==> src/b64se_pkg.sv <==
`default_nettype none

package b64se_pkg;

    // Character constants of the standard alphabet.
    localparam logic [7:0] CHAR_UPPER_A = 8'h41;
    localparam logic [7:0] CHAR_LOWER_A = 8'h61;
    localparam logic [7:0] CHAR_DIGIT_0 = 8'h30;
    localparam logic [7:0] CHAR_PLUS    = 8'h2B;
    localparam logic [7:0] CHAR_SLASH   = 8'h2F;
    localparam logic [7:0] CHAR_PAD     = 8'h3D;

    // Default number of encoded groups that can wait between front and back.
    localparam int QUEUE_DEPTH_DEFAULT = 2;

    typedef struct packed {
        logic [7:0] data_byte;
        logic       last_byte;
    } in_item_t;

    typedef struct packed {
        logic [7:0] char_out;
        logic       last_char;
    } out_item_t;

    // Position within the three-byte group.
    typedef enum logic [1:0] {
        GRP_START,
        GRP_ONE,
        GRP_TWO
    } grp_pos_t;

    // One run of characters: four sextets, the index of the last data
    // character and the index of the last character including padding.
    typedef struct packed {
        logic [3:0][5:0] sextet;
        logic [1:0]      last_data_idx;
        logic [1:0]      last_idx;
    } job_t;

    function automatic logic [7:0] b64_char(input logic [5:0] v);
        logic [7:0] ch;
        if (v < 6'd26) begin
            ch = CHAR_UPPER_A + {2'b00, v};
        end else if (v < 6'd52) begin
            ch = CHAR_LOWER_A + {2'b00, v - 6'd26};
        end else if (v < 6'd62) begin
            ch = CHAR_DIGIT_0 + {2'b00, v - 6'd52};
        end else if (v == 6'd62) begin
            ch = CHAR_PLUS;
        end else begin
            ch = CHAR_SLASH;
        end
        return ch;
    endfunction

endpackage

`default_nettype wire

==> src/b64se_front.sv <==
`default_nettype none

module b64se_front
    import b64se_pkg::*;
(
    input  wire logic     clk,
    input  wire logic     rst_n,
    input  wire logic     in_valid,
    output logic          in_ready,
    input  wire in_item_t in_data,
    input  wire logic     cfg_write_en,
    input  wire logic     cfg_write_data,
    input  wire logic     q_full,
    output logic          job_push,
    output job_t          job
);

    grp_pos_t   pos_reg, pos_next;
    logic [7:0] held_first_reg, held_first_next;
    logic [7:0] held_second_reg, held_second_next;
    logic       pad_enable_reg;
    logic       accept;
    logic [7:0] b;
    logic [7:0] c0;
    logic [7:0] c1;

    assign in_ready = !q_full;
    assign accept   = in_valid && in_ready;
    assign b        = in_data.data_byte;
    assign c0       = held_first_reg;
    assign c1       = held_second_reg;

    // Next state: hold bytes until the group completes or the message ends.
    always_comb
    begin
        pos_next         = pos_reg;
        held_first_next  = held_first_reg;
        held_second_next = held_second_reg;
        if (accept)
        begin
            unique case (pos_reg)
                GRP_ONE:
                begin
                    held_second_next = b;
                    pos_next = in_data.last_byte ? GRP_START : GRP_TWO;
                end
                GRP_TWO:
                begin
                    pos_next = GRP_START;
                end
                default:
                begin
                    held_first_next = b;
                    pos_next = in_data.last_byte ? GRP_START : GRP_ONE;
                end
            endcase
        end
    end

    // Outputs: the run of sextets for the queue.
    always_comb
    begin
        job_push = 1'b0;
        job      = '0;
        unique case (pos_reg)
            GRP_ONE:
            begin
                job_push           = accept && in_data.last_byte;
                job.sextet[0]      = c0[7:2];
                job.sextet[1]      = {c0[1:0], b[7:4]};
                job.sextet[2]      = {b[3:0], 2'b00};
                job.last_data_idx  = 2'd2;
                job.last_idx       = pad_enable_reg ? 2'd3 : 2'd2;
            end
            GRP_TWO:
            begin
                job_push           = accept;
                job.sextet[0]      = c0[7:2];
                job.sextet[1]      = {c0[1:0], c1[7:4]};
                job.sextet[2]      = {c1[3:0], b[7:6]};
                job.sextet[3]      = b[5:0];
                job.last_data_idx  = 2'd3;
                job.last_idx       = 2'd3;
            end
            default:
            begin
                job_push           = accept && in_data.last_byte;
                job.sextet[0]      = b[7:2];
                job.sextet[1]      = {b[1:0], 4'b0000};
                job.last_data_idx  = 2'd1;
                job.last_idx       = pad_enable_reg ? 2'd3 : 2'd1;
            end
        endcase
    end

    always_ff @(posedge clk or negedge rst_n)
    begin
        if (!rst_n)
        begin
            pos_reg        <= GRP_START;
            pad_enable_reg <= 1'b1;
        end
        else
        begin
            pos_reg <= pos_next;
            if (cfg_write_en)
            begin
                pad_enable_reg <= cfg_write_data;
            end
        end
    end

    always_ff @(posedge clk)
    begin
        held_first_reg  <= held_first_next;
        held_second_reg <= held_second_next;
    end

endmodule

`default_nettype wire

==> src/b64se_queue.sv <==
`default_nettype none

module b64se_queue
    import b64se_pkg::*;
#(
    parameter int DEPTH = QUEUE_DEPTH_DEFAULT
)
(
    input  wire logic clk,
    input  wire logic rst_n,
    input  wire logic push,
    input  wire job_t push_job,
    output logic      full,
    input  wire logic pop,
    output logic      q_valid,
    output job_t      q_job
);

    localparam int PTR_W = $clog2(DEPTH);
    localparam int CNT_W = $clog2(DEPTH + 1);

    job_t             store_reg [DEPTH];
    logic [PTR_W-1:0] wr_ptr_reg, wr_ptr_next;
    logic [PTR_W-1:0] rd_ptr_reg, rd_ptr_next;
    logic [CNT_W-1:0] count_reg, count_next;

    assign full    = (count_reg == CNT_W'(DEPTH));
    assign q_valid = (count_reg != '0);
    assign q_job   = store_reg[rd_ptr_reg];

    always_comb
    begin
        wr_ptr_next = wr_ptr_reg;
        rd_ptr_next = rd_ptr_reg;
        count_next  = count_reg;
        if (push)
        begin
            wr_ptr_next = (wr_ptr_reg == PTR_W'(DEPTH - 1)) ? '0 : wr_ptr_reg + 1'b1;
        end
        if (pop)
        begin
            rd_ptr_next = (rd_ptr_reg == PTR_W'(DEPTH - 1)) ? '0 : rd_ptr_reg + 1'b1;
        end
        if (push && !pop)
        begin
            count_next = count_reg + 1'b1;
        end
        else if (pop && !push)
        begin
            count_next = count_reg - 1'b1;
        end
    end

    always_ff @(posedge clk or negedge rst_n)
    begin
        if (!rst_n)
        begin
            wr_ptr_reg <= '0;
            rd_ptr_reg <= '0;
            count_reg  <= '0;
        end
        else
        begin
            wr_ptr_reg <= wr_ptr_next;
            rd_ptr_reg <= rd_ptr_next;
            count_reg  <= count_next;
        end
    end

    always_ff @(posedge clk)
    begin
        if (push)
        begin
            store_reg[wr_ptr_reg] <= push_job;
        end
    end

    a_no_push_when_full: assert property (@(posedge clk) disable iff (!rst_n)
        push |-> !full)
        else $error("queue written while full");

    a_no_pop_when_empty: assert property (@(posedge clk) disable iff (!rst_n)
        pop |-> q_valid)
        else $error("queue read while empty");

    a_count_in_range: assert property (@(posedge clk) disable iff (!rst_n)
        count_reg <= CNT_W'(DEPTH))
        else $error("queue count beyond depth");

endmodule

`default_nettype wire

==> src/b64se_back.sv <==
`default_nettype none

module b64se_back
    import b64se_pkg::*;
(
    input  wire logic clk,
    input  wire logic rst_n,
    input  wire logic q_valid,
    input  wire job_t q_job,
    output logic      pop,
    output logic      out_valid,
    input  wire logic out_ready,
    output out_item_t out_data
);

    job_t       cur_job_reg, cur_job_next;
    logic       cur_valid_reg, cur_valid_next;
    logic [1:0] idx_reg, idx_next;
    logic       out_valid_reg, out_valid_next;
    out_item_t  out_data_reg, out_data_next;
    logic       load_out;
    logic       cur_is_last;

    assign out_valid   = out_valid_reg;
    assign out_data    = out_data_reg;
    assign load_out    = !out_valid_reg || out_ready;
    assign cur_is_last = (idx_reg == cur_job_reg.last_idx);
    assign pop         = q_valid && (!cur_valid_reg || (load_out && cur_is_last));

    always_comb
    begin
        cur_job_next   = cur_job_reg;
        cur_valid_next = cur_valid_reg;
        idx_next       = idx_reg;
        out_valid_next = out_valid_reg;
        out_data_next  = out_data_reg;
        if (load_out)
        begin
            out_valid_next = cur_valid_reg;
            if (cur_valid_reg)
            begin
                out_data_next.char_out  = (idx_reg > cur_job_reg.last_data_idx)
                                        ? CHAR_PAD
                                        : b64_char(cur_job_reg.sextet[idx_reg]);
                out_data_next.last_char = cur_is_last;
                idx_next = idx_reg + 1'b1;
                if (cur_is_last)
                begin
                    cur_valid_next = 1'b0;
                end
            end
        end
        if (pop)
        begin
            cur_job_next   = q_job;
            cur_valid_next = 1'b1;
            idx_next       = '0;
        end
    end

    always_ff @(posedge clk or negedge rst_n)
    begin
        if (!rst_n)
        begin
            cur_valid_reg <= 1'b0;
            out_valid_reg <= 1'b0;
            idx_reg       <= '0;
        end
        else
        begin
            cur_valid_reg <= cur_valid_next;
            out_valid_reg <= out_valid_next;
            idx_reg       <= idx_next;
        end
    end

    always_ff @(posedge clk)
    begin
        cur_job_reg  <= cur_job_next;
        out_data_reg <= out_data_next;
    end

    a_idx_in_run: assert property (@(posedge clk) disable iff (!rst_n)
        cur_valid_reg |-> (idx_reg <= cur_job_reg.last_idx))
        else $error("character index beyond end of run");

    a_emit_sets_valid: assert property (@(posedge clk) disable iff (!rst_n)
        (load_out && cur_valid_reg) |=> out_valid_reg)
        else $error("character produced but output not valid");

    a_pop_only_when_free: assert property (@(posedge clk) disable iff (!rst_n)
        (pop && cur_valid_reg) |-> (load_out && cur_is_last))
        else $error("run replaced before its last character was sent");

endmodule

`default_nettype wire

==> src/base64_stream_encoder.sv <==
// Streaming Base64 encoder with the standard alphabet.
// Input channel (in_valid, in_ready, in_data): one raw byte per item, with
// last_byte marking the final byte of a message. Output channel (out_valid,
// out_ready, out_data): one ASCII character per item, with last_char marking
// the final character of each run. Every third byte of a group gives a run of
// four characters; a message ending on a partial group gives two or three
// characters, filled to four with '=' when pad_enable is set.
// The configuration port writes pad_enable whenever cfg_write_en is high;
// it should only be changed while the encoder is idle.
// The run for a closed group is written into the queue, then loaded into the
// back stage and then into the output register. The output side sends one
// character per cycle while the receiver is ready, and an input item may be
// accepted in every cycle while the queue has room.
// A front stage groups bytes and builds runs, a small queue holds the runs,
// and a back stage serialises them into characters through an output register.
// Reset clears the group position, empties the queue and sets pad_enable.
// When the receiver stalls, the output register holds its item, the queue
// fills, and in_ready drops once the queue is full.
`default_nettype none

module base64_stream_encoder
    import b64se_pkg::*;
#(
    parameter int QUEUE_DEPTH = QUEUE_DEPTH_DEFAULT
)
(
    input  wire logic     clk,
    input  wire logic     rst_n,
    input  wire logic     in_valid,
    output logic          in_ready,
    input  wire in_item_t in_data,
    output logic          out_valid,
    input  wire logic     out_ready,
    output out_item_t     out_data,
    input  wire logic     cfg_write_en,
    input  wire logic     cfg_write_data
);

    // Runs passed from the front stage into the queue.
    logic job_push;
    job_t job;
    logic q_full;

    // Runs passed from the queue to the serialiser.
    logic q_valid;
    logic q_pop;
    job_t q_job;

    b64se_front u_front (
        .clk            (clk),
        .rst_n          (rst_n),
        .in_valid       (in_valid),
        .in_ready       (in_ready),
        .in_data        (in_data),
        .cfg_write_en   (cfg_write_en),
        .cfg_write_data (cfg_write_data),
        .q_full         (q_full),
        .job_push       (job_push),
        .job            (job)
    );

    b64se_queue #(
        .DEPTH (QUEUE_DEPTH)
    ) u_queue (
        .clk      (clk),
        .rst_n    (rst_n),
        .push     (job_push),
        .push_job (job),
        .full     (q_full),
        .pop      (q_pop),
        .q_valid  (q_valid),
        .q_job    (q_job)
    );

    b64se_back u_back (
        .clk       (clk),
        .rst_n     (rst_n),
        .q_valid   (q_valid),
        .q_job     (q_job),
        .pop       (q_pop),
        .out_valid (out_valid),
        .out_ready (out_ready),
        .out_data  (out_data)
    );

endmodule

`default_nettype wire

==> config.mk <==
export PLATFORM = sky130hd
export DESIGN_NAME = base64_stream_encoder
export DESIGN_NICKNAME = d
export VERILOG_FILES = /design/src/b64se_pkg.sv /design/src/b64se_front.sv /design/src/b64se_queue.sv /design/src/b64se_back.sv /design/src/base64_stream_encoder.sv
export SDC_FILE = /design/constraint.sdc
export NUM_CORES = 1
export LEC_CHECK = 0
export BUFFER_PORTS_ARGS = -buffer_cell sky130_fd_sc_hd__buf_2
export CAP_MARGIN = 20
export CORE_AREA = 2 2 118 120
export DETAILED_ROUTE_END_ITERATION = 12
export DIE_AREA = 0 0 120 122
export GPL_TIMING_DRIVEN = 1
export PLACE_DENSITY = 0.58
export SLEW_MARGIN = 20
export SYNTH_ARGS = -nofsm -noshare
export SYNTH_HDL_FRONTEND = slang
export SYNTH_SLANG_ARGS = --single-unit
==> constraint.sdc <==
create_clock -name clk -period 8.7 [get_ports clk]
set_input_delay 1.74 -clock clk [delete_from_list [all_inputs] [get_ports clk]]
set_output_delay 1.74 -clock clk [all_outputs]
set_load 0.03 [all_outputs]
# After elaboration in Yosys (flattened, before gate mapping)
# Memories as Yosys holds them, arrays and structs flattened. A register that Yosys moved wholly into a read port is not among the register bits.
# Cells that the tools add are included.
# word_totals
register_bits,36
mem_bits_rw,56
inputBits,15
out_inout_bits,11
elab_cells,84
n_memories,1
# classes
add_sub_neg,10
n_lt_le_gt_ge,5
n_eq_ne,5
n_mux,28
n_bitwise,1
n_reduce_logical,22
# mem_list
name,depth,word_bits,read_ports,rd_ports_with_merged_regs,wr,line_no,rtl
u_queue.store_reg,2,28,1,1,1,b64se_queue.sv:22,job_t store_reg [DEPTH];
# ops
operator,n
case mux 16 bit (2 select lines),1
two-way mux 8 bit,3
adder 7 x 6 -> 8 bit (first input constant),2
two-way mux 2 bit,7
binary-select mux 6 bit (select 2 bit),1
less-than comparator 6 bit (second input constant),2
two-way mux 6 bit,2
case mux 6 bit (2 select lines),1
two-way mux 1 bit,11
AND reduction 2 bit,4
nonzero test 2 bit,4
adder 6 x 6 -> 7 bit (first input constant),1
== test 6 bit (second input constant),1
logical AND 1 bit,6
less-than comparator 6 x 5 -> 1 bit (second input constant),1
subtractor 6 x 5 -> 6 bit (second input constant),1
subtractor 6 bit (second input constant),1
zero test 1 bit,5
adder 2 x 1 -> 2 bit (second input constant),2
== test 2 bit (second input constant),2
case mux 2 bit (2 select lines),1
less-than comparator 2 x 3 -> 1 bit (second input constant),1
two-way mux 3 bit,1
adder 1 bit (second input constant),2
other kinds (7),8

# Longest topological paths before layout
# logic_depth
word_depth,9
ltp_mapped,11
depth_no_buf,9

# Hierarchy
# A second synthesis with hierarchy kept.
# hier_totals
cells_unflattened,352
hier_area_um2,5411.4
# by_module_without_submodules
mod,n_inst,cells_per_inst,area_per_inst_um2,seq_area_each_um2
b64se_queue,1,103,2257.2,1781.7
b64se_back,1,156,2085.8,1211.2
b64se_front,1,93,1068.5,556.8

# Worst setup path before layout
# OpenSTA, ideal clock, no wires.
# synth_path
path_kind,in2reg
start,input in_valid
end,"memory u_queue.store_reg[0][0] (netlist bit), enable pin"
setup_ps,413
t_arrival_ps,3380
required_ps,8287
path_slack_ps,4907
cell_stages,3
path_buffers,0
cell_sequence,nand2_1 -> or2_2 -> nor2_1
# synth_via
elab_chain_cells,5
# synth_rtl
item,line_no,rtl
start: declaration,base64_stream_encoder.sv:29,"input wire logic in_valid,"
logical AND 1 bit *,b64se_front.sv:28,assign accept = in_valid && in_ready;
logical AND 1 bit,"b64se_front.sv:68, b64se_front.sv:87",
two-way mux 1 bit *,n/a,
two-way mux 1 bit *,b64se_queue.sv:72,if (push)
two-way mux 1 bit (not written as such) *,b64se_queue.sv:74,store_reg[wr_ptr_reg] <= push_job;
end: declaration,b64se_queue.sv:22,
# Every way passes the cells marked *; elsewhere a longest branch is shown, timed or not.

# Worst setup path in the final report
# layout_path
start,input out_ready
end,register u_back.cur_job_reg[23] (netlist name)
# layout_via
elab_chain_cells,4
# layout_rtl
item,line_no,rtl
start: declaration,base64_stream_encoder.sv:33,"input wire logic out_ready,"
logical OR 1 bit,b64se_back.sv:26,assign load_out = !out_valid_reg || out_ready;
logical AND 1 bit,b64se_back.sv:28,assign pop = q_valid && (!cur_valid_reg || (load_out && cur_is_last));
logical OR 1 bit,b64se_back.sv:28,
logical AND 1 bit,b64se_back.sv:28,
named net q_pop,base64_stream_encoder.sv:46,logic q_pop;
# The timed path passes the listed nets, and every way through them passes these cells.
# A chain may end at the register's enable or synchronous reset.

==> reports/qor.yml <==
cts:
  cts_tree: "yes"
  cts_root_buf: "clkbuf_16"
  clockBufferDepth: 2
  htreeDepth: 4
  cts_setup_buffers: 0
  cts_resized: 0
  worstSkewPairLatency_ns: 0.41
  clk_pin_slew_ns: 0.05
  numCtsBuffers: 17
  clock-sinks: 120
  cts_hold_buf: 0
cells_and_area:
  regArea_mm2: 0.00355
  syn2layout_area_growth_pct: 16.2
  final_area_mm2: 0.00607
  finalNetCount: 414
  multi_input_area_mm2: 0.00156
  antenna_cells: 0
  largest_reg_flops: 56
  fillers: 1177
  drive_gt1_frac: 0.231
  final_cells: 574
routing:
  wl_met1_um: 4040
  firstDrtPassIters: 4
  drtAntennaViolNets: 0
  viasPerCell: 4.68
  post_drt_wl_per_cell_um: 14.6
  maxUsedRoutingLayer: "met4"
  drc_errors: 0
  wl_met3_um: 289
  drtIter0Drc: 118
  vias: 2688
  finalWirelength_um: 8380
  wl_met2_um: 3940
global_route:
  track_usage: 0.128
  grt_pass1_vias: 2656
  grt_max_degree: 30
  grt_pass1_wl_um: 13800
  overflow: 0
  antenna_found_initial: 0
power:
  p_leak_uw: 0.00220
  total_power_uw: 2510
  power_density_mw_per_mm2: 414
  vdd_ir_drop_max_uv: 182
worst_setup_path:
  arrival_ns: 3.26
  start_kind: "primary input"
  crit_fanout: 29
  crit_path_cell_trace: "buf_2 -> nor2b_1 -> o31ai_1 -> o21ai_0 -> clkinv_1"
  cp_slowest_cell: "clkinv_1"
  cp.required_ns: 8.55
  crit_path_max_incr_delay_ns: 0.92
  worstSetupPathType: "primary input to flip-flop"
  endpoint_kind: "flip-flop"
run_status:
  status: "completed"
synthesis:
  syn_inst: 351
  synth-seq-cells: 120
  ys_warn_count: 0
  synth_top_area_frac: 0.626
  synth-edff-count: 109
  synth_ff_type: "edfxtp_1"
  avgSynthCellArea_um2: 14.9
  synth_seq_area_share: 0.679
  yosysTopAreaCell: "edfxtp_1"
  synth_area_leaders: "edfxtp_1, mux2_2, dfrtp_1"
  syn-num-nets: 382
  syn_area_mm2: 0.00523
  synthDistinctLibCells: 37
  synthArstFlopShare: 0.0917
die:
  die-width_um: 120
  fp.coreArea_mm2: 0.0135
  die_h_um: 122
  start_util: 0.387
  row_count: 43
  dieArea_mm2: 0.0146
  ios: 26
timing:
  fin_skew_ns: 0.00836
  fin_setup_tns_ns: 0
  final-max-slew-violation-count: 0
  fmax_mhz: 294
  rsz0062_at_grt: "false"
  layout_worst_path_cycle_share: 0.391
  hold_violations: 0
  fin_ws_ns: 5.30
  min_period_ns: 3.40
  finalSetupViolCount: 0
  relSlewSlack: 0.360
  worstMarginPinSlew_ns: 0.954
placement:
  port_buffers: 25
  dp_hpwl_um: 5620
  dp.cells: 544
  dp_slack_ns: 5.04
  placed_cell_area_mm2: 0.00553
  gp_congestion: 0.843
job:
  drv_cap: 0
worst_hold_path:
  min_path_type: "flip-flop to flip-flop"
==> cells in the final DEF, fill, tap and decap left out, types with 8 or more instances in the layout <==
master	count
a22oi_1	8
and2_1	12
buf_2	25
clkbuf_16	17
dfrtp_1	9
edfxtp_1	109
ha_1	16
inv_1	13
mux2_2	29
nand2_1	34
nor2_1	24
o21ai_0	16
xnor2_1	9
xor2_1	10
==> path summary, 6_finish.rpt <==
kind | slack [ns] | startpoint | end | cells past startpoint
min | 0.51 | u_queue.wr_ptr_reg | u_queue.wr_ptr_reg | 1
min in group asynchronous | 1.20 | rst_n | u_front.pos_reg[0] | 1
max in group asynchronous | 7.23 | rst_n | u_front.pad_enable_reg | 1
max reg2reg | 5.42 | u_back.idx_reg[0] | u_back.out_data[2] | 8
max | 5.30 | out_ready | u_back.cur_job_reg[23] | 5
min reg2reg | 0.51 | u_queue.wr_ptr_reg | u_queue.wr_ptr_reg | 1
==> through the flow <==
step	util	hold WS [ns]
global route	0.450	0.546
finish	0.450	0.511
global placement	0.410	0.490
detailed placement	0.410	0.509
floorplan	-	0.459
CTS	0.450	0.517
==> cell type report <==
cell class | instances | share of cell area
Clock inverter | 13 | 0.0188
Inverter | 14 | 0.00865
Multi-Input combinational cell | 203 | 0.258
Timing Repair Buffer | 27 | 0.0231
Sequential cell | 120 | 0.585
Tap cell | 180 | 0.0371
Clock buffer | 17 | 0.0701
==> worst max-delay path: cells and delay by family <==
family                 cells  cell delay [ns]
buffers and inverters      2             1.02
AOI/OAI and AO/OA          2             0.34
and+or+nand+nor            1             0.15
==> synth_stat cells, types with 2 or more instances <==
cell / instances
a211oi_1: 2
a21oi_1: 6
a22oi_1: 8
and2_1: 12
buf_2: 3
clkbuf_1: 10
dfrtp_1: 10
edfxtp_1: 109
ha_1: 16
inv_1: 14
mux2_2: 29
mux2i_1: 3
mux4_1: 3
mux4_2: 3
nand2_1: 34
nand2b_1: 5
nand3_1: 3
nor2_1: 25
nor2b_1: 3
nor3_1: 2
o21ai_0: 16
o31ai_1: 2
or2_2: 2
xnor2_1: 9
xor2_1: 10
==> power breakdown <==
part | internal (uW) | leakage [uW] | switching [uW] | total [uW]
sequential | 872 | 0.00114 | 90.5 | 962
combinational | 378 | 0.000804 | 538 | 916
clock | 409 | 0.000262 | 228 | 637
total | 1660 | 0.00220 | 856 | 2510
==> layer usage <==
metal	GRT usage	vias up
met2	0.196	43
met5	0	-
li1	-	1356
met1	0.164	1278
met3	0.0520	11
met4	0.0507	0
==> cells by family (layout without fill, tap and decap cells) <==
family / after synthesis / in the layout / share of synthesized area
adder cells (fa/ha/maj): 16 / 16 / 0.0383
AND/OR/NAND/NOR: 89 / 89 / 0.0785
multiplexers: 38 / 38 / 0.0962
XOR/XNOR: 20 / 20 / 0.0371
flip-flops: 120 / 120 / 0.679
AO/OA/AOI/OAI: 40 / 40 / 0.0486
buffers and inverters: 28 / 71 / 0.0223
Note: power is estimated with default switching activity, not from simulation.
